--- src/rtl/core/maf_pkg.sv ---
// Package: shared widths, register indexes and command types of the moving average filter.
package maf_pkg;

  localparam int MAX_WINDOW = 256;
  localparam int PRICE_W    = 32;
  localparam int FRAC_W     = 16;
  localparam int MODE_W     = 2;
  localparam int WLEN_W     = 9;
  localparam int WLEN_RESET = 20;

  localparam int PERIOD_W = $clog2(MAX_WINDOW + 1);
  localparam int PTR_W    = (MAX_WINDOW > 1) ? $clog2(MAX_WINDOW) : 1;
  localparam int PROD_W   = PRICE_W + PERIOD_W;
  localparam int PSUM_W   = PRICE_W + PTR_W;
  localparam int WDIV_W   = 2 * PERIOD_W - 2;
  localparam int WSUM_W   = PRICE_W + WDIV_W;
  localparam int EMA_W    = PRICE_W + FRAC_W;
  localparam int DIV_W    = (EMA_W + 1 > WSUM_W) ? EMA_W + 1 : WSUM_W;
  localparam int DVSR_W   = (WDIV_W > PERIOD_W + 1) ? WDIV_W : PERIOD_W + 1;

  localparam int CFG_IDX_W  = 2;
  localparam int CFG_DATA_W = WLEN_W;

  localparam logic [CFG_IDX_W-1:0] REG_MA_MODE = CFG_IDX_W'(0);
  localparam logic [CFG_IDX_W-1:0] REG_WINDOW  = CFG_IDX_W'(1);

  localparam logic [MODE_W-1:0] MODE_SMA = MODE_W'(0);
  localparam logic [MODE_W-1:0] MODE_EMA = MODE_W'(1);
  localparam logic [MODE_W-1:0] MODE_WMA = MODE_W'(2);

  typedef enum logic [1:0] {
    KIND_SMA,
    KIND_EMA,
    KIND_WMA
  } kind_e;

  typedef struct packed {
    logic [PRICE_W-1:0]  price;
    logic                clear;
    kind_e               kind;
    logic [PERIOD_W-1:0] period;
  } cmd_t;

  typedef struct packed {
    logic              start;
    logic [DIV_W-1:0]  dividend;
    logic [DVSR_W-1:0] divisor;
  } div_req_t;

  typedef struct packed {
    logic             busy;
    logic             done;
    logic [DIV_W-1:0] quotient;
  } div_stat_t;

endpackage

--- src/rtl/core/maf_intf.sv ---
// Interfaces: sample, result and configuration channels of the moving average filter.
interface maf_in_if
  import maf_pkg::*;
();
  logic               valid;
  logic               ready;
  logic [PRICE_W-1:0] close_price;
  logic               restart;

  modport source (output valid, output close_price, output restart, input ready);
  modport sink   (input valid, input close_price, input restart, output ready);
endinterface


interface maf_cfg_if
  import maf_pkg::*;
();
  logic                  valid;
  logic                  ready;
  logic [CFG_IDX_W-1:0]  index;
  logic [CFG_DATA_W-1:0] data;

  modport source (output valid, output index, output data, input ready);
  modport sink   (input valid, input index, input data, output ready);
endinterface

--- src/rtl/core/maf_front.sv ---
// Front end: configuration registers and classification of incoming samples into commands.
module maf_front
  import maf_pkg::*;
(
  input  logic           clk_i,
  input  logic           rst_ni,
  maf_in_if.sink         sample_i,
  maf_cfg_if.sink        cfg_i,
  output logic           cmd_valid_o,
  output cmd_t           cmd_o,
  input  logic           cmd_ready_i
);

  logic [MODE_W-1:0]   mode_q;
  logic [WLEN_W-1:0]   wlen_q;
  logic                dirty_q;
  logic [PERIOD_W-1:0] period;
  kind_e               kind;
  logic                accept;

  assign cfg_i.ready    = 1'b1;
  assign sample_i.ready = cmd_ready_i;
  assign cmd_valid_o    = sample_i.valid;
  assign accept         = sample_i.valid && cmd_ready_i;

  // clamp the period into 1 .. MAX_WINDOW
  always_comb begin
    if (wlen_q == '0) begin
      period = PERIOD_W'(1);
    end else if (32'(wlen_q) > 32'(MAX_WINDOW)) begin
      period = PERIOD_W'(MAX_WINDOW);
    end else begin
      period = PERIOD_W'(wlen_q);
    end
  end

  always_comb begin
    unique case (mode_q)
      MODE_EMA: kind = KIND_EMA;
      MODE_WMA: kind = KIND_WMA;
      default:  kind = KIND_SMA;
    endcase
  end

  always_comb begin
    cmd_o.price  = sample_i.close_price;
    cmd_o.clear  = sample_i.restart || dirty_q;
    cmd_o.kind   = kind;
    cmd_o.period = period;
  end

  // a write to the mode or window register drops all history before the next sample
  always_ff @(posedge clk_i or negedge rst_ni) begin
    if (!rst_ni) begin
      mode_q  <= MODE_SMA;
      wlen_q  <= WLEN_W'(WLEN_RESET);
      dirty_q <= 1'b0;
    end else begin
      if (cfg_i.valid && cfg_i.index == REG_MA_MODE) begin
        mode_q  <= cfg_i.data[MODE_W-1:0];
        dirty_q <= 1'b1;
      end else if (cfg_i.valid && cfg_i.index == REG_WINDOW) begin
        wlen_q  <= cfg_i.data[WLEN_W-1:0];
        dirty_q <= 1'b1;
      end else if (accept) begin
        dirty_q <= 1'b0;
      end
    end
  end

endmodule

--- src/flat_wrapper.sv ---
// flat-port wrapper written by rule: the top's interface ports become plain ports
module maf_front_flat import maf_pkg::*;
  (clk_i, rst_ni, cmd_valid_o, cmd_o, cmd_ready_i, sample_i_valid, sample_i_close_price, sample_i_restart, sample_i_ready, cfg_i_valid, cfg_i_index, cfg_i_data, cfg_i_ready);
  maf_in_if sample_i_i ();
  maf_cfg_if cfg_i_i ();
  input  logic clk_i;
  input  logic rst_ni;
  output logic cmd_valid_o;
  output cmd_t cmd_o;
  input  logic cmd_ready_i;
  input wire logic [$bits(sample_i_i.valid)-1:0] sample_i_valid;
  input wire logic [$bits(sample_i_i.close_price)-1:0] sample_i_close_price;
  input wire logic [$bits(sample_i_i.restart)-1:0] sample_i_restart;
  output wire logic [$bits(sample_i_i.ready)-1:0] sample_i_ready;
  input wire logic [$bits(cfg_i_i.valid)-1:0] cfg_i_valid;
  input wire logic [$bits(cfg_i_i.index)-1:0] cfg_i_index;
  input wire logic [$bits(cfg_i_i.data)-1:0] cfg_i_data;
  output wire logic [$bits(cfg_i_i.ready)-1:0] cfg_i_ready;
  assign sample_i_i.valid = sample_i_valid;
  assign sample_i_i.close_price = sample_i_close_price;
  assign sample_i_i.restart = sample_i_restart;
  assign sample_i_ready = sample_i_i.ready;
  assign cfg_i_i.valid = cfg_i_valid;
  assign cfg_i_i.index = cfg_i_index;
  assign cfg_i_i.data = cfg_i_data;
  assign cfg_i_ready = cfg_i_i.ready;
  maf_front u_core (.clk_i(clk_i), .rst_ni(rst_ni), .sample_i(sample_i_i), .cfg_i(cfg_i_i), .cmd_valid_o(cmd_valid_o), .cmd_o(cmd_o), .cmd_ready_i(cmd_ready_i));
endmodule
--- config.mk ---
export PLATFORM = sky130hd
export DESIGN_NAME = maf_front_flat
export DESIGN_NICKNAME = d
export VERILOG_FILES = /design/src/rtl/core/maf_pkg.sv /design/src/rtl/core/maf_intf.sv /design/src/rtl/core/maf_front.sv /design/src/flat_wrapper.sv
export SDC_FILE = /design/constraint.sdc
export NUM_CORES = 1
export LEC_CHECK = 0
export BUFFER_PORTS_ARGS = -buffer_cell sky130_fd_sc_hd__buf_2
export CORE_AREA = 5 5 50 63
export CTS_CLUSTER_DIAMETER = 60
export DETAILED_ROUTE_END_ITERATION = 8
export DIE_AREA = 0 0 55 68
export GPL_TIMING_DRIVEN = 1
export MAX_ROUTING_LAYER = met4
export PLACE_DENSITY = 0.79
export SYNTH_ARGS = -nofsm -noshare
export SYNTH_HDL_FRONTEND = slang
export SYNTH_SLANG_ARGS = --single-unit
--- constraint.sdc ---
create_clock -name clk_i -period 2.6 [get_ports clk_i]
set_input_delay 0.26 -clock clk_i [delete_from_list [all_inputs] [get_ports clk_i]]
set_output_delay 0.26 -clock clk_i [all_outputs]
set_load 0.005 [all_outputs]
=== Word level (Yosys, flattened, before mapping) ===
Cells that the tools add are included.

* Bits in registers: 12
* Output and inout port bits: 47
* Word-level logic and storage cells: 22

* Order comparisons: 1
* Equality and inequality tests: 3
* Muxes and demuxes: 6
* Bitwise operators: 1
* Reductions and logical operators: 8

{| class="wikitable"
|+ Operators with widths
! kind !! number
|-
| $mux W9 || 2
|-
| $gt A9 B9 Y1 const B || 1
|-
| $logic_not A9 Y1 || 1
|-
| $eq A2 B1 Y1 const B || 2
|-
| $pmux W2 S2 || 1
|-
| $logic_and A1 B1 Y1 || 3
|-
| $mux W1 || 3
|-
| $reduce_bool A3 Y1 || 1
|-
| $eq A2 B2 Y1 const B || 1
|-
| $logic_not A2 Y1 || 1
|-
| $reduce_and A2 Y1 || 1
|-
| $logic_or A1 B1 Y1 || 1
|-
| $not A1 Y1 || 1
|}

=== Depth between registers and ports, before layout ===
Gate-level depths: netlist (run 1).

* Depth in word-level cells: 4
* Gate-level depth with buffers: 3
* Depth with buffers taken out: 2

=== Worst setup path after synthesis (run 1) ===
OpenSTA, ideal clock, no wires.

* Kind: flip-flop to output port
* Start: register u_core.wlen_q[6]
* End: output port cmd_o[0] in the netlist's numbering
* Data arrival time: 1.010 ns
* Path slack: 1.330 ns
* Stages on the path, launching flop included: 3
* Path buffers: 0
* Cell sequence: dfrtp_1 > or4_4 > o22ai_2

{| class="wikitable"
|+ RTL lines
! element !! line !! source
|-
| start: declaration || maf_front.sv:15 || <nowiki>logic [WLEN_W-1:0] wlen_q;</nowiki>
|-
| start signal: assignment || maf_front.sv:56 || <nowiki>wlen_q <= WLEN_W'(WLEN_RESET);</nowiki>
|-
| start signal: assignment || maf_front.sv:63 || <nowiki>wlen_q <= cfg_i.data[WLEN_W-1:0];</nowiki>
|-
| end: declaration || flat_wrapper.sv:9 || <nowiki>output cmd_t cmd_o;</nowiki>
|}

==> results of run 1 <==
[worst max-delay path, cell delays in order (launching register included)]
cell and delay, ns:
dfrtp_1 0.49, or4_1 0.46, o22ai_2 0.10, buf_2 0.13
[worst paths after layout]
path | from | to | slack [ns]
hold reg to reg | u_core.dirty_q | u_core.dirty_q | 0.49
setup / recovery | u_core.wlen_q[8] | cmd_o[0] | 0.90
max in group asynchronous | rst_ni | u_core.wlen_q[2] | 1.91
min in group asynchronous | rst_ni | u_core.wlen_q[7] | 0.42
setup reg to reg | u_core.wlen_q[8] | u_core.wlen_q[8] | 1.66
hold / removal | cfg_i_data[7] | u_core.wlen_q[7] | 0.20
[power by group]
group	leakage (nW)	switching (mW)	total [mW]	internal (mW)
clock network	0.0210	0.0609	0.146	0.0850
logic	0.244	0.0490	0.123	0.0739
registers	0.139	0.0281	0.253	0.225
total	0.403	0.138	0.522	0.384
[registers in the layout (all words and copies together) (netlist names)]
register / flops
u_core.dirty_q: 1
u_core.mode_q: 2
u_core.wlen_q: 9
[cells by family (layout without fill, tap and decap cells)]
family / count (synthesis) / after routing / synth area share, %
buf+inv: 39 / 37 / 33.4
simple gates: 15 / 15 / 13.8
flops: 12 / 12 / 35.4
mux: 11 / 11 / 14.5
compound gates: 2 / 2 / 2.49
other cells: 1 / 1 / 0.439
[cell type report]
type | instances | area share, %
Sequential cell | 12 | 37.1
Multi-Input combinational cell | 29 | 32.7
Timing Repair Buffer | 31 | 19.6
Tap cell | 34 | 5.21
Clock buffer | 4 | 4.45
Inverter | 2 | 0.920
[metrics by stage]
step,utilization (%),area (sq um),std cells
floorplan,-,855,80
global route,32.0,816,112
CTS,32.0,816,112
global placement,30.2,769,107
finish,32.0,816,112
detailed placement,30.2,769,107
[layout by cell type (no fill, tap or decap), drive strengths merged]
| cell | Yosys | final |
|---|---|---|
| or2 | 1 | 1 |
| buf | 36 | 30 |
| or4 | 2 | 2 |
| dfrtp | 10 | 10 |
| o22ai | 1 | 1 |
| inv | 2 | 2 |
| mux2 | 11 | 11 |
| dfstp | 2 | 2 |
| conb | 1 | 1 |
| dlygate4sd3 | 0 | 1 |
| a22o | 1 | 1 |
| clkbuf | 1 | 4 |
| nand3b | 1 | 1 |
| nand2 | 1 | 1 |
| nor3b | 1 | 1 |
| nor2b | 9 | 9 |
[layer usage]
| layer | part of all wire [%] | routed length, um | up-vias | global-route usage (%) |
|---|---|---|---|---|
| met5 | 0 | 0 | - | - |
| met4 | 4.3 | 73 | 0 | 6.38 |
| met3 | 17 | 298 | 12 | 5.88 |
| met2 | 42 | 724 | 45 | 14.9 |
| met1 | 36 | 610 | 232 | 8.93 |
| li1 | - | - | 219 | - |
==> key figures, run 1 <==
Outcome
  – Status: finished clean

CTS
  – Worst-path clk slew: 0.08 ns
  – Clock buffer depth: 2
  – Clk root buf: clkbuf_4
  – TritonCTS sink count: 12
  – Hold_buf cts: 1
  – Post-CTS Setup Repair Bufs: 0
  – CTS tree: done
  – Resized cells post-CTS: 0
  – H-Tree Depth: 1
  – CTS buffer count: 3
  – Later-pin clock latency in the skew report: 0.26 ns

Logic synthesis
  – Synth warn: 0
  – Dominant synthesized flop cell: dfrtp_1
  – Share of flip-flops with an asynchronous set or reset: 100%
  – Post-synth net total: 129
  – Most frequent cells after synthesis: 35 x buf_4, 11 x mux2_1, 10 x dfrtp_1
  – Yosys reg bits: 12
  – Cell area after synthesis: 855 sq um
  – Syn Inst Count: 80
  – Post-synth EDFFs: 0
  – Seq/Total Area, Yosys: 35.4%
  – Synth top area share: 30.7%
  – Top post-synthesis cells by area: buf_4 31%, dfrtp_1 29%, mux2_1 14%, nor2b_1 6.6%, dfstp_2 6.1%
  – Post-synthesis area per instance: 10.7 sq um
  – Most common cell in the netlist: buf_4
  – Library cells used by synthesis: 17
  – Synth area leader: buf_4

Placement
  – Post-place setup slack: 1.18 ns
  – Placer Congestion: 0.612
  – IO Port Bufs: 30

Final layout
  – Fill cells: 276
  – Layout cells sized above 1: 52.6%
  – Area growth, synth to finish: -4.54%
  – Total inserted antenna cells: 0
  – Multi-input combinational cell area: 267 sq um
  – Final net count: 128
  – Storage cell area: 303 sq um

Detailed routing
  – Via count: 508
  – WL final: 1710 um
  – DRC Markers: 0
  – First DRT Iteration DRCs: 0
  – DR WL/cell: 15.2 um
  – ANT nets after route: 0
  – Via-per-instance ratio: 4.54
  – TritonRoute pass-1 iters: 1

Power and ir drop
  – Power density cells: 640 nW/um^2
  – VDD IR max: 264 uV
  – Final Total Pwr: 0.522 mW
  – Total leakage power: 0.403 nW

Timing
  – PnR worst setup slack: 0.899 ns
  – Post-Route Skew: 0 ns
  – Clock period minus worst slack: 1.70 ns
  – Max Clk Rate: 0.588 GHz
  – Final hold viol count: 0
  – Fin Hold WS: 0.205 ns
  – RSZ-0062 raised after global routing: no
  – Final setup TNS: 0 ns
  – Tcrit/Tclk final: 65.4%
  – Setup Viol. Count Final: 0
  – Pins over their slew limit: 0

GRT
  – Largest net degree at the start of global routing: 13
  – GRT overflow: 0
  – Initial antenna violation count: 0
  – First-pass GRT wire length: 2460 um
  – GRT Util Overall: 9.76%
  – Vias in the first global route: 560

Die
  – Die width: 55 um
  – Die Area: 3740 sq um
  – Row count: 21
  – IO Count: 96
  – Die Ht: 68 um
  – Core area: 2550 sq um
  – Initial Utilization: 33.5%

Worst hold path
  – Hold Crit Depth: 2
  – Hold crit path type: input port to flop

Critical path
  – CP arrival: 1.44 ns
  – R2R depth: 1
  – Critical Path End Type: output pin
  – Worst-path fanout max: 11
  – Req. time, crit path: 2.34 ns
  – WS Path Type: flop to output pin
  – CP Launch Type: flop

Job
  – Max-cap check violation count: 0
No activity file was read; power rests on OpenSTA's default activity.
==> run 2, diff against run 1 <==
Settings changed: CORE_AREA 5 5 50 63 to 5 5 52 65, DIE_AREA 0 0 55 68 to 0 0 57 70, PLACE_DENSITY 0.79 to 0.73.
Clock period 2.6 ns to 1.7 ns, I/O delays scaled along.
==> run 2 against run 1 <==
Sequential share of layout area grew 0.73 points. Via count down 2.8%. Critical endpoint unchanged. Wire length shrank 11%. Largest cell class unchanged. Global-route usage fell by 2.0 points. Clock skew unchanged.
==> key figures, run 2 (synthesis results as in run 1) <==
CTS
  – CTS tree: done
  – CTS buffer count: 3
  – Worst-path clk slew: 0.07 ns
  – Clk root buf: clkbuf_4
  – Clock buffer depth: 2
  – Later-pin clock latency in the skew report: 0.26 ns
  – H-Tree Depth: 1
  – TritonCTS sink count: 12

Die
  – Die width: 57 um
  – Row count: 21
  – Initial Utilization: 31.9%
  – Core area: 2680 sq um
  – Die Ht: 70 um
  – IO Count: 96
  – Die Area: 3990 sq um

Final layout
  – Final Cell Area: 803 sq um
  – Most flops, register: u_core.wlen_q
  – Max FFs per register: 9
  – Final net count: 128
  – Biggest regs: u_core.wlen_q: 9 flops, u_core.mode_q: 2 flops, u_core.dirty_q: 1 flops
  – Util after Layout: 30.0%
  – Area growth, synth to finish: -6.00%
  – Fill cells: 299
  – Layout cells sized above 1: 53.2%
  – Final Instance Count excl. Fillers: 111
  – Commonest non-fill, non-tap cell in the layout: buf_2
  – Most frequent cells in the layout: 30 x buf_2, 11 x mux2_1, 9 x nor2b_1, 9 x dfrtp_1, 3 x clkbuf_4
  – Total inserted antenna cells: 0

Detailed routing
  – DRC Markers: 0
  – Via count: 494
  – First DRT Iteration DRCs: 2
  – DR WL/cell: 13.6 um
  – ANT nets after route: 0
  – WL final: 1510 um
  – TritonRoute pass-1 iters: 2
  – Via-per-instance ratio: 4.45

Power and ir drop
  – Final Total Pwr: 0.743 mW
  – Total leakage power: 0.395 nW
  – Power density cells: 924 nW/um^2
  – VDD IR max: 477 uV

Timing
  – RSZ-0062 raised after global routing: no
  – Pins over their slew limit: 0
  – Post-Route Skew: 0 ns
  – Clock period minus worst slack: 1.63 ns
  – Setup Viol. Count Final: 0
  – Final hold viol count: 0
  – Final setup TNS: 0 ns
  – Fin Hold WS: 0.119 ns
  – Tcrit/Tclk final: 96.0%
  – Max Clk Rate: 0.613 GHz
  – PnR worst setup slack: 0.0681 ns

Job
  – Max-cap check violation count: 0

GRT
  – Vias in the first global route: 528
  – GRT overflow: 0
  – Largest net degree at the start of global routing: 13
  – Initial antenna violation count: 0
  – First-pass GRT wire length: 2370 um
  – GRT Util Overall: 7.71%

Critical path
  – WS Path Type: flop to output pin
  – Req. time, crit path: 1.53 ns
  – Critical Path End Type: output pin
  – CP Launch Type: flop
  – Worst-path fanout max: 3
  – CP arrival: 1.46 ns
  – FF-to-FF setup slack: 0.80 ns

Placement
  – Placed cells: 107
  – Placed Area: 769 sq um
  – Post-place setup slack: 0.352 ns
  – IO Port Bufs: 30
  – Placer Congestion: 0.685

Worst hold path
  – Hold crit path type: input port to flop

Outcome
  – Status: finished clean
-- run 2: critical path: stages (launching register included) --
cell     delay (ns)
dfrtp_1        0.38
or4_1          0.54
o22ai_2        0.14
buf_2          0.14
-- run 2: cell type report --
| class | count | area (sq um) | area share [%] |
|---|---|---|---|
| Inverter | 2 | 7.51 | 0.935 |
| Multi-Input combinational cell | 29 | 267 | 33.2 |
| Tap cell | 34 | 42.5 | 5.30 |
| Clock buffer | 3 | 22.5 | 2.80 |
| Sequential cell | 12 | 304 | 37.9 |
| Timing Repair Buffer | 31 | 160 | 19.9 |
-- run 2: where the power goes --
part | switching [mW] | internal [mW] | total [mW] | leakage (nW)
Combinational | 0.0762 | 0.113 | 0.189 | 0.244
Clock | 0.0833 | 0.0819 | 0.165 | 0.0138
Sequential | 0.0423 | 0.346 | 0.388 | 0.138
-- run 2: metal layers --
layer | track usage, % | wire, um | vias up
li1 | - | - | 218
met1 | 6.98 | 496 | 215
met2 | 12.3 | 731 | 33
met3 | 0.737 | 142 | 28
met4 | 9.79 | 142 | 0
met5 | - | 0 | -
-- run 2: timing repair --
item                                    in CTS  in global routing
buffers inserted                             0                  0
hold endpoints to repair                    10                  0
gates resized for setup                      0                  1
hold buffers                                 1                  0
endpoints found under the setup margin       0                  1
-- run 2: path summary, 6_finish.rpt --
| check | from | endpoint | cells after the start |
|---|---|---|---|
| max in group asynchronous | rst_ni | u_core.wlen_q[4] | 2 |
| max | u_core.wlen_q[5] | cmd_o[0] | 3 |
| min in group asynchronous | rst_ni | u_core.wlen_q[0] | 2 |
| max reg2reg | u_core.wlen_q[8] | u_core.wlen_q[8] | 1 |
| min | cfg_i_data[4] | u_core.wlen_q[4] | 2 |
| min reg2reg | u_core.wlen_q[0] | u_core.wlen_q[0] | 1 |
