**src/rtl/core/maf_pkg.sv**
```systemverilog
// Package: shared widths, register indexes and command types of the moving average filter.
package maf_pkg;

  localparam int MAX_WINDOW = 256;
  localparam int PRICE_W    = 32;
  localparam int FRAC_W     = 16;
  localparam int MODE_W     = 2;
  localparam int WLEN_W     = 9;
  localparam int WLEN_RESET = 20;

  localparam int PERIOD_W = $clog2(MAX_WINDOW + 1);
  localparam int PTR_W    = (MAX_WINDOW > 1) ? $clog2(MAX_WINDOW) : 1;
  localparam int PROD_W   = PRICE_W + PERIOD_W;
  localparam int PSUM_W   = PRICE_W + PTR_W;
  localparam int WDIV_W   = 2 * PERIOD_W - 2;
  localparam int WSUM_W   = PRICE_W + WDIV_W;
  localparam int EMA_W    = PRICE_W + FRAC_W;
  localparam int DIV_W    = (EMA_W + 1 > WSUM_W) ? EMA_W + 1 : WSUM_W;
  localparam int DVSR_W   = (WDIV_W > PERIOD_W + 1) ? WDIV_W : PERIOD_W + 1;

  localparam int CFG_IDX_W  = 2;
  localparam int CFG_DATA_W = WLEN_W;

  localparam logic [CFG_IDX_W-1:0] REG_MA_MODE = CFG_IDX_W'(0);
  localparam logic [CFG_IDX_W-1:0] REG_WINDOW  = CFG_IDX_W'(1);

  localparam logic [MODE_W-1:0] MODE_SMA = MODE_W'(0);
  localparam logic [MODE_W-1:0] MODE_EMA = MODE_W'(1);
  localparam logic [MODE_W-1:0] MODE_WMA = MODE_W'(2);

  typedef enum logic [1:0] {
    KIND_SMA,
    KIND_EMA,
    KIND_WMA
  } kind_e;

  typedef struct packed {
    logic [PRICE_W-1:0]  price;
    logic                clear;
    kind_e               kind;
    logic [PERIOD_W-1:0] period;
  } cmd_t;

  typedef struct packed {
    logic              start;
    logic [DIV_W-1:0]  dividend;
    logic [DVSR_W-1:0] divisor;
  } div_req_t;

  typedef struct packed {
    logic             busy;
    logic             done;
    logic [DIV_W-1:0] quotient;
  } div_stat_t;

endpackage

```
**src/rtl/core/maf_queue.sv**
```systemverilog
// Two-entry command queue between the front end and the arithmetic back end.
module maf_queue
  import maf_pkg::*;
(
  input  logic clk_i,
  input  logic rst_ni,
  input  logic push_valid_i,
  input  cmd_t push_cmd_i,
  output logic push_ready_o,
  output logic pop_valid_o,
  output cmd_t pop_cmd_o,
  input  logic pop_ready_i
);

  localparam int QD     = 2;
  localparam int QPTR_W = $clog2(QD);
  localparam int QCNT_W = $clog2(QD + 1);

  cmd_t              entry_q [QD];
  logic [QPTR_W-1:0] wr_ptr_q;
  logic [QPTR_W-1:0] rd_ptr_q;
  logic [QCNT_W-1:0] count_q;
  logic              push;
  logic              pop;

  assign push_ready_o = count_q != QCNT_W'(QD);
  assign pop_valid_o  = count_q != '0;
  assign pop_cmd_o    = entry_q[rd_ptr_q];
  assign push         = push_valid_i && push_ready_o;
  assign pop          = pop_valid_o && pop_ready_i;

  always_ff @(posedge clk_i) begin
    if (push) begin
      entry_q[wr_ptr_q] <= push_cmd_i;
    end
  end

  always_ff @(posedge clk_i or negedge rst_ni) begin
    if (!rst_ni) begin
      wr_ptr_q <= '0;
      rd_ptr_q <= '0;
      count_q  <= '0;
    end else begin
      if (push) begin
        wr_ptr_q <= (wr_ptr_q == QPTR_W'(QD - 1)) ? '0 : wr_ptr_q + QPTR_W'(1);
      end
      if (pop) begin
        rd_ptr_q <= (rd_ptr_q == QPTR_W'(QD - 1)) ? '0 : rd_ptr_q + QPTR_W'(1);
      end
      if (push && !pop) begin
        count_q <= count_q + QCNT_W'(1);
      end else if (pop && !push) begin
        count_q <= count_q - QCNT_W'(1);
      end
    end
  end

endmodule

```
**config.mk**
```make
export PLATFORM = sky130hd
export DESIGN_NAME = maf_queue
export DESIGN_NICKNAME = d
export VERILOG_FILES = /design/src/rtl/core/maf_pkg.sv /design/src/rtl/core/maf_queue.sv
export SDC_FILE = /design/constraint.sdc
export NUM_CORES = 1
export LEC_CHECK = 0
export BUFFER_PORTS_ARGS = -buffer_cell sky130_fd_sc_hd__buf_2
export CORE_MARGIN = 2
export CORE_UTILIZATION = 47
export DETAILED_ROUTE_END_ITERATION = 12
export PLACE_DENSITY = 0.75
export SLEW_MARGIN = 20
export SYNTH_ARGS = -nofsm -noshare
export SYNTH_HDL_FRONTEND = slang
export SYNTH_SLANG_ARGS = --single-unit
```
**constraint.sdc**
```tcl
create_clock -name clk_i -period 2.9 [get_ports clk_i]
set_clock_uncertainty 0.1 [all_clocks]
set_input_delay 0.435 -clock clk_i [delete_from_list [all_inputs] [get_ports clk_i]]
set_output_delay 0.435 -clock clk_i [all_outputs]
set_load 0.02 [all_outputs]
```
---- Word level (Yosys, flattened, before mapping) ----
Memories as Yosys holds them, arrays and structs flattened.
Index checks and enable logic that the tools add are counted.
word-level totals
  register bits ........................... 4
  RAM bits ................................ 88
  input port bits ......................... 48
  output and inout bits ................... 46
  memories ................................ 1
cells by class
  add/subtract/negate cells ............... 4
  equality and inequality tests ........... 1
  multiplexer cells ....................... 6
  reductions and logical operators ........ 8
memories
  memory   depth  bits a word  rd ports  clocked after Yosys merged registers in  wr ports  RTL line         source
  entry_q  2      44           1         0                                        1         maf_queue.sv:19  cmd_t entry_q [QD];
operators by type and width
  operator                                                             count
  1-bit logical AND                                                    4
  1-bit 2-to-1 mux                                                     4
  2-bit 2-to-1 mux                                                     2
  2-bit nonzero test                                                   2
  1-bit adder (second input constant)                                  2
  2-bit by 1-bit adder with 2-bit output (second input constant)       1
  1-bit zero test                                                      2
  2-bit != test (second input constant)                                1
  2-bit by 1-bit subtractor with 2-bit output (second input constant)  1

---- Logic depth before layout (Yosys ltp) ----
Gate-level depths: netlist of run 1.
  depth after elaboration ................. 6
  depth in mapped cells ................... 7
  gate-level depth less buffers ........... 7

---- Worst setup path after synthesis of run 1 ----
Ideal clock, no wire load.
  kind .................................... reg2reg
  start ................................... register count_q[0]
  end ..................................... memory entry_q[0][0] in the netlist's numbering, enable pin
  arrival time ............................ 2.649 ns
  path slack .............................. -0.295 ns
  stages on the path, launching flop included .. 4
  cells stage by stage .................... dfrtp_1 > nand2b_1 > nand2_1 > nor2_1
between the ends
  longest elaborated chain between the ends .. 4
RTL lines
  what                                    RTL line         source
  from (decl)                             maf_queue.sv:22  logic [QCNT_W-1:0] count_q;
  from (signal assigned)                  maf_queue.sv:51  count_q <= count_q + QCNT_W'(1);
  from (signal assigned)                  maf_queue.sv:53  count_q <= count_q - QCNT_W'(1);
  2-bit != test                           maf_queue.sv:26  assign push_ready_o = count_q != QCNT_W'(QD);
  named net push_ready_o                  maf_queue.sv:9   output logic push_ready_o,
  1-bit logical AND                       maf_queue.sv:29  assign push = push_valid_i && push_ready_o;
  1-bit 2-to-1 mux                        maf_queue.sv:33  if (push) begin
  1-bit 2-to-1 mux (implied by the code)  maf_queue.sv:34  entry_q[wr_ptr_q] <= push_cmd_i;
  to (decl)                               maf_queue.sv:19
The timed path passes the listed nets, and every way through them passes these cells.

==> impl_metrics.prom, run 1 <==
# TYPE chip_impl_metric gauge
chip_impl_info{name="status",value="complete, no violations"} 1
chip_impl_metric{name="fraction_of_power_spent_switching_nets",unit="%"} 32.8
chip_impl_info{name="critical_path.endpoint_type",value="primary output"} 1
chip_impl_metric{name="finalNonFillerCells",unit=""} 363
chip_impl_metric{name="synth-async-reset-ratio",unit="%"} 4.35
chip_impl_metric{name="layout-drive-gt1-share",unit="%"} 60.2
chip_impl_metric{name="final_core_util",unit="%"} 59.3
chip_impl_metric{name="die-area",unit="um^2"} 8310
chip_impl_metric{name="post-cts-setup-buffer-count",unit=""} 0
chip_impl_metric{name="met2_length",unit="mm"} 2.71
chip_impl_metric{name="slew_viol_final",unit=""} 0
chip_impl_metric{name="placement_rows",unit=""} 31
chip_impl_metric{name="seqPwrFrac",unit="%"} 43.3
chip_impl_metric{name="final.hold.worst_slack",unit="ns"} 0.173
chip_impl_metric{name="globalRouteTotalUtil",unit="%"} 14.3
chip_impl_metric{name="timing.slew.headroom",unit="%"} 62.0
chip_impl_metric{name="drt_pass1_iterations",unit=""} 4
chip_impl_info{name="critPathKind",value="reg2out"} 1
chip_impl_metric{name="syn-cell-area",unit="um^2"} 3570
chip_impl_metric{name="totalPowerFinal",unit="uW"} 4410
chip_impl_metric{name="syn-num-nets",unit=""} 204
chip_impl_metric{name="clock_tree.htree_level_count",unit=""} 3
chip_impl_info{name="post_synth_most_frequent_cells",value="edfxtp_1 (88), mux2_4 (39), mux2_2 (5)"} 1
chip_impl_info{name="post_synth_main_area_contributors",value="edfxtp_1 (74%), mux2_4 (16%), dfrtp_1 (2.8%)"} 1
chip_impl_metric{name="worst_ir_drop_vdd",unit="mV"} 0.685
chip_impl_metric{name="nNetsFinal",unit=""} 308
chip_impl_metric{name="path_max_fanout",unit=""} 25
chip_impl_metric{name="place.gp.congestion",unit=""} 0.736
chip_impl_metric{name="yosysWarnings",unit=""} 0
chip_impl_metric{name="start_util",unit="%"} 49.0
chip_impl_metric{name="max_clock_buf_depth",unit=""} 2
chip_impl_metric{name="cts_sinks",unit=""} 92
chip_impl_metric{name="min_period_over_period",unit="%"} 75.3
chip_impl_metric{name="drt-total-wl",unit="mm"} 5.63
chip_impl_metric{name="grt_max_degree",unit=""} 38
chip_impl_metric{name="arrival",unit="ns"} 1.65
chip_impl_metric{name="yosysTopAreaCellShare",unit="%"} 74.0
chip_impl_info{name="yosys_most_used_dff",value="edfxtp_1"} 1
chip_impl_info{name="synth.most_common_cell",value="edfxtp_1"} 1
chip_impl_metric{name="synth_sequential_area_ratio",unit="%"} 76.8
chip_impl_info{name="yosysTopAreaCell",value="edfxtp_1"} 1
chip_impl_metric{name="io_buffers",unit=""} 93
chip_impl_metric{name="met3WireLength",unit="um"} 426
chip_impl_metric{name="max-cap-violations",unit=""} 0
chip_impl_metric{name="pwr-share-clk",unit="%"} 18.4
chip_impl_metric{name="finalSetupTns",unit="ns"} 0
chip_impl_metric{name="netlist_instances",unit=""} 155
chip_impl_metric{name="drt_iter0_drc",unit=""} 82
chip_impl_metric{name="required_time_worst_endpoint",unit="ns"} 2.37
chip_impl_metric{name="route.detailed.drc",unit=""} 0
chip_impl_metric{name="chipHeight",unit="um"} 91.2
chip_impl_metric{name="postRouteAntennaNets",unit=""} 0
chip_impl_metric{name="post_drt_wl_per_cell",unit="um"} 15.5
chip_impl_metric{name="global_route.overflow_total",unit=""} 0
chip_impl_metric{name="p_switching",unit="uW"} 1450
chip_impl_info{name="cp-start-kind",value="flip-flop"} 1
chip_impl_metric{name="synth_edf_count",unit=""} 88
chip_impl_metric{name="ys_ff_latch",unit=""} 92
chip_impl_info{name="route.top_layer_used",value="met4"} 1
chip_impl_info{name="grt_setup_unrepaired",value="no"} 1
chip_impl_metric{name="detailroute.via_count",unit=""} 1710
chip_impl_metric{name="routedLengthMet1",unit="mm"} 2.43
chip_impl_metric{name="boundaryPins",unit=""} 94
chip_impl_metric{name="path_clk_slew",unit="ns"} 0.09
chip_impl_info{name="cts_root_buffer",value="clkbuf_8"} 1
chip_impl_metric{name="report.final.hold_viol_count",unit=""} 0
chip_impl_metric{name="internal_power",unit="uW"} 2960
chip_impl_metric{name="hpwl",unit="mm"} 3.85
chip_impl_metric{name="max_clock_freq",unit="GHz"} 0.458
chip_impl_metric{name="tightest_slew",unit="ns"} 0.568
chip_impl_metric{name="grt_antenna_before_repair",unit=""} 0
chip_impl_metric{name="power.combinational.fraction",unit="%"} 38.3
chip_impl_metric{name="first_global_vias",unit=""} 1781
chip_impl_metric{name="timing.final.crit_period",unit="ns"} 2.18
chip_impl_metric{name="power_density",unit="nW/um^2"} 1020
chip_impl_metric{name="grt_pass1_wl",unit="mm"} 8.83
chip_impl_metric{name="routed_via_density",unit=""} 4.71
chip_impl_metric{name="synth.avg_cell_area",unit="um^2"} 23.0
chip_impl_metric{name="antenna_cells",unit=""} 0
chip_impl_metric{name="core_area",unit="um^2"} 7290
chip_impl_metric{name="finalSetupViolations",unit=""} 0
chip_impl_metric{name="insertion_delay",unit="ns"} 0.34
chip_impl_metric{name="syn_to_final_growth",unit="%"} 21.1
chip_impl_metric{name="die_width",unit="um"} 91.2
chip_impl_metric{name="numCtsBuffers",unit=""} 9
chip_impl_metric{name="placedCellCount",unit=""} 346
chip_impl_metric{name="p_leak",unit="uW"} 0.00174
chip_impl_info{name="cts_tree",value="built"} 1
chip_impl_info{name="hp-class",value="in2reg"} 1
chip_impl_metric{name="synth.distinct_cells",unit=""} 15
sequential cells by signal (all words and copies together), names as in the netlist:
signal,count
rd_ptr_q,1
count_q,2
entry_q,88
wr_ptr_q,1
worst max-delay path: stages, from the launching register on:
cell     delay, ns
dfrtp_2       0.36
buf_4         0.39
mux2_2        0.40
buf_2         0.16
worst paths after layout:
check                                from              to  slack (ns)  depth (start not counted)
min in group asynchronous          rst_ni        wr_ptr_q        0.33                          2
setup reg to reg               count_q[0]  entry_q[0][33]        1.04                          4
hold reg to reg                count_q[1]      count_q[1]        0.40                          1
hold / removal             push_cmd_i[41]  entry_q[1][41]        0.17                          1
max in group asynchronous          rst_ni        rd_ptr_q        2.23                          2
setup / recovery                 rd_ptr_q   pop_cmd_o[28]        0.72                          3
cells in the final DEF, fill, tap and decap left out:
master,n
and3_2,1
buf_12,1
buf_2,93
buf_4,3
bufinv_16,1
clkbuf_8,9
clkinv_1,1
clkinv_2,2
clkinv_4,1
clkinvlp_4,2
dfrtp_1,3
dfrtp_2,1
dlygate4sd3_1,1
edfxtp_1,88
ha_1,1
inv_1,1
mux2_2,5
mux2_4,39
nand2_1,2
nand2b_1,1
nor2_1,1
nor2_4,1
or2_1,1
xnor2_1,3
xor2_1,2
power groups by stage:
stage | logic, uW | clock network, uW | registers (uW)
5_1_grt | 1810 | 891 | 1940
4_1_cts | 1720 | 841 | 1910
3_5_place_dp | 1710 | 0 | 1940
3_3_place_gp | 1690 | 0 | 1920
6_report | 1690 | 813 | 1910
2_1_floorplan | 1360 | 0 | 1920
metal layers:
metal,vias to the layer above,global-route usage [%]
li1,808,-
met1,822,17.6
met2,73,23.1
met3,7,5.23
met4,0,5.68
met5,-,0
cell families (layout without fill, tap and decap cells):
group	after synthesis	after routing	synth area share [%]
xor gates and xnor gates	5	5	1.23
adders and majority gates	1	1	0.350
buffers and inverters	6	115	2.66
DFF	92	92	76.8
muxes	44	44	18.0
and+or+nand+nor	7	7	0.947
metrics by stage:
stage / cell area, um^2 / setup slack, ns
2_1_floorplan: 3570 / 0.433
3_3_place_gp: 4120 / 1.09
3_5_place_dp: 4120 / 1.01
4_1_cts: 4320 / 0.683
5_1_grt: 4320 / 0.636
6_report: 4320 / 0.717
cell type report:
cell class,count,area (um^2)
fillers,582,2970
flip-flops and latches,92,2740
multi-input cells,57,741
well taps,99,124
clock buffers,9,124
repair buffers,98,518
clock inverters,7,67.6
inverters,1,3.75
repair_timing:
action,CTS,global route
hold buffers,1,0
gates resized for setup,0,0
hold endpoints to repair,4,0
Note: power is estimated with default switching activity, not from simulation.
==> inputs of run 2 (changes only) <==
--- a/config.mk
+++ b/config.mk
@@ -7,9 +7,9 @@
 export LEC_CHECK = 0
 export BUFFER_PORTS_ARGS = -buffer_cell sky130_fd_sc_hd__buf_2
 export CORE_MARGIN = 2
-export CORE_UTILIZATION = 47
+export CORE_UTILIZATION = 50
 export DETAILED_ROUTE_END_ITERATION = 12
-export PLACE_DENSITY = 0.75
+export PLACE_DENSITY = 0.76
 export SLEW_MARGIN = 20
 export SYNTH_ARGS = -nofsm -noshare
 export SYNTH_HDL_FRONTEND = slang
==> constraint.sdc (replaced) <==
create_clock -name clk_i -period 2.24 [get_ports clk_i]
set_clock_uncertainty 0.1 [all_clocks]
set_input_delay 0.336 -clock clk_i [delete_from_list [all_inputs] [get_ports clk_i]]
set_output_delay 0.336 -clock clk_i [all_outputs]
set_load 0.02 [all_outputs]
==> impl_metrics.prom, run 2 (synthesis gave the netlist of run 1 again) <==
# TYPE chip_impl_metric gauge
chip_impl_metric{name="start_util",unit="%"} 52.0
chip_impl_metric{name="die-area",unit="um^2"} 7830
chip_impl_metric{name="numCtsBuffers",unit=""} 9
chip_impl_info{name="critPathKind",value="reg2out"} 1
chip_impl_metric{name="post_drt_wl_per_cell",unit="um"} 15.7
chip_impl_metric{name="p_leak",unit="uW"} 0.00175
chip_impl_metric{name="detailroute.via_count",unit=""} 1723
chip_impl_metric{name="cts_sinks",unit=""} 92
chip_impl_metric{name="syn_to_final_growth",unit="%"} 21.3
chip_impl_metric{name="placement_rows",unit=""} 30
chip_impl_info{name="commonest_cells_after_routing_fill_and_taps_aside",value="buf_2 (93), edfxtp_1 (88), mux2_4 (39)"} 1
chip_impl_metric{name="postRouteAntennaNets",unit=""} 0
chip_impl_info{name="cts_root_buffer",value="clkbuf_8"} 1
chip_impl_metric{name="grt_antenna_before_repair",unit=""} 0
chip_impl_metric{name="tightest_slew",unit="ns"} 0.438
chip_impl_metric{name="path_clk_slew",unit="ns"} 0.09
chip_impl_info{name="grt_setup_unrepaired",value="no"} 1
chip_impl_metric{name="timing.final.crit_period",unit="ns"} 2.10
chip_impl_metric{name="global_route.overflow_total",unit=""} 0
chip_impl_metric{name="min_period_over_period",unit="%"} 93.6
chip_impl_metric{name="drt_pass1_iterations",unit=""} 4
chip_impl_metric{name="max_clock_freq",unit="GHz"} 0.477
chip_impl_metric{name="drt-total-wl",unit="mm"} 5.68
chip_impl_metric{name="power_density",unit="nW/um^2"} 1330
chip_impl_metric{name="grt_max_degree",unit=""} 31
chip_impl_info{name="critical_path.endpoint_type",value="primary output"} 1
chip_impl_metric{name="first_global_vias",unit=""} 1663
chip_impl_metric{name="finalSetupViolations",unit=""} 0
chip_impl_metric{name="slew_viol_final",unit=""} 0
chip_impl_metric{name="max-cap-violations",unit=""} 0
chip_impl_metric{name="report.final.hold_viol_count",unit=""} 0
chip_impl_metric{name="largest_register_ffs",unit=""} 88
chip_impl_metric{name="layout-drive-gt1-share",unit="%"} 60.9
chip_impl_metric{name="worst_ir_drop_vdd",unit="mV"} 0.832
chip_impl_metric{name="place.gp.congestion",unit=""} 0.698
chip_impl_metric{name="routed_via_density",unit=""} 4.76
chip_impl_info{name="most_common_cell_after_layout_fill_and_taps_aside",value="buf_2"} 1
chip_impl_metric{name="drt_iter0_drc",unit=""} 129
chip_impl_info{name="series_of_cell_instances_along_the_critical_path",value="buf_4 > mux2_2 > buf_2"} 1
chip_impl_metric{name="insertion_delay",unit="ns"} 0.34
chip_impl_metric{name="grt_pass1_wl",unit="mm"} 8.34
chip_impl_metric{name="fin_ws",unit="ns"} 0.144
chip_impl_info{name="critical_path.top_delay_family",value="buffers and inverters"} 1
chip_impl_metric{name="finalSetupTns",unit="ns"} 0
chip_impl_metric{name="clock_tree.htree_level_count",unit=""} 3
chip_impl_info{name="hp-class",value="in2reg"} 1
chip_impl_metric{name="max_stage_delay",unit="ns"} 0.39
chip_impl_metric{name="path_max_fanout",unit=""} 26
chip_impl_metric{name="boundaryPins",unit=""} 94
chip_impl_metric{name="max_clock_buf_depth",unit=""} 2
chip_impl_metric{name="arrival",unit="ns"} 1.66
chip_impl_metric{name="antenna_cells",unit=""} 0
chip_impl_metric{name="core_area",unit="um^2"} 6870
chip_impl_metric{name="post-cts-setup-buffer-count",unit=""} 0
chip_impl_metric{name="chipHeight",unit="um"} 88.5
chip_impl_metric{name="route.detailed.drc",unit=""} 0
chip_impl_metric{name="die_width",unit="um"} 88.5
chip_impl_metric{name="hpwl",unit="mm"} 3.99
chip_impl_metric{name="detailedPlace.worstSlack",unit="ns"} 0.514
chip_impl_metric{name="critical_path_buf_inv_count",unit=""} 2
chip_impl_metric{name="io_buffers",unit=""} 93
chip_impl_info{name="status",value="complete, no violations"} 1
chip_impl_info{name="top_regs",value="entry_q x88, count_q x2"} 1
chip_impl_info{name="cp-start-kind",value="flip-flop"} 1
chip_impl_metric{name="globalRouteTotalUtil",unit="%"} 14.9
chip_impl_info{name="largest_register",value="entry_q"} 1
chip_impl_metric{name="timing.slew.headroom",unit="%"} 70.8
chip_impl_metric{name="required_time_worst_endpoint",unit="ns"} 1.80
chip_impl_info{name="cts_tree",value="built"} 1
chip_impl_metric{name="nNetsFinal",unit=""} 310
chip_impl_info{name="critical_path.slowest_cell",value="mux2_2"} 1
## run 2: cell types whose count changed in the layout (fill, tap and decap cells not counted)
cell / previous run / this run
buf_4: 3 / 6
buf_12: 1 / 0
clkinv_1: 1 / 0
clkinv_2: 2 / 1
clkinv_4: 1 / 2
inv_6: 0 / 1
## run 2: cell type report
cell class	instances	area, um^2
tap	96	120
timing repair buffer	100	520
clock inverter	7	76.3
clock buffer	9	124
sequential	92	2740
inverter	1	3.75
multi-input combinational	57	741
fill	513	2540
## run 2: per-layer routing
| metal | GRT usage, % | routed length [um] | up-vias |
|---|---|---|---|
| met4 | 7.02 | 96 | 0 |
| met2 | 22.3 | 2620 | 64 |
| met1 | 20.5 | 2570 | 833 |
| met5 | 0 | 0 | - |
| met3 | 4.29 | 393 | 11 |
| li1 | - | - | 815 |
## run 2: power by group
group | total, uW | internal [uW] | switching [uW] | leakage [uW]
Sequential | 2470 | 2360 | 117 | 0.000863
Combinational | 2190 | 967 | 1220 | 0.000789
Clock | 1080 | 521 | 557 | 0.0000958
## run 2: path summary, 6_finish.rpt
path                           startpoint              to  slack, ns  cells past startpoint
max                              rd_ptr_q   pop_cmd_o[24]       0.14                      3
min                        push_cmd_i[40]  entry_q[1][40]       0.08                      1
max reg2reg                    count_q[0]   entry_q[0][1]       0.52                      4
min reg2reg                    count_q[1]      count_q[1]       0.40                      1
max in group asynchronous          rst_ni        rd_ptr_q       1.69                      2
min in group asynchronous          rst_ni      count_q[1]       0.22                      2
## run 2: stage by stage
stage	total power, uW	cells	cell area, um^2	hold slack, ns	util, %
after floorplan	4250	155	3580	-0.0596	-
after global placement	4680	345	4120	0.0498	60.0
after detailed placement	4720	345	4120	0.0490	60.0
after CTS	5800	362	4330	0.0600	63.0
after global routing	6030	362	4330	0.0518	63.0
final	5740	362	4330	0.0758	63.0
## run 2: what timing repair did
action	in CTS	in global routing
endpoints found under the hold margin	4	0
hold buffers	1	0
resized for setup	0	0
## run 2: worst reg2reg max path: cells and delay by family, from the launching register on
kind                   cells  cell delay, ns
AND/OR/NAND/NOR            3            0.48
buffers and inverters      1            0.39
flip-flops                 1            0.41
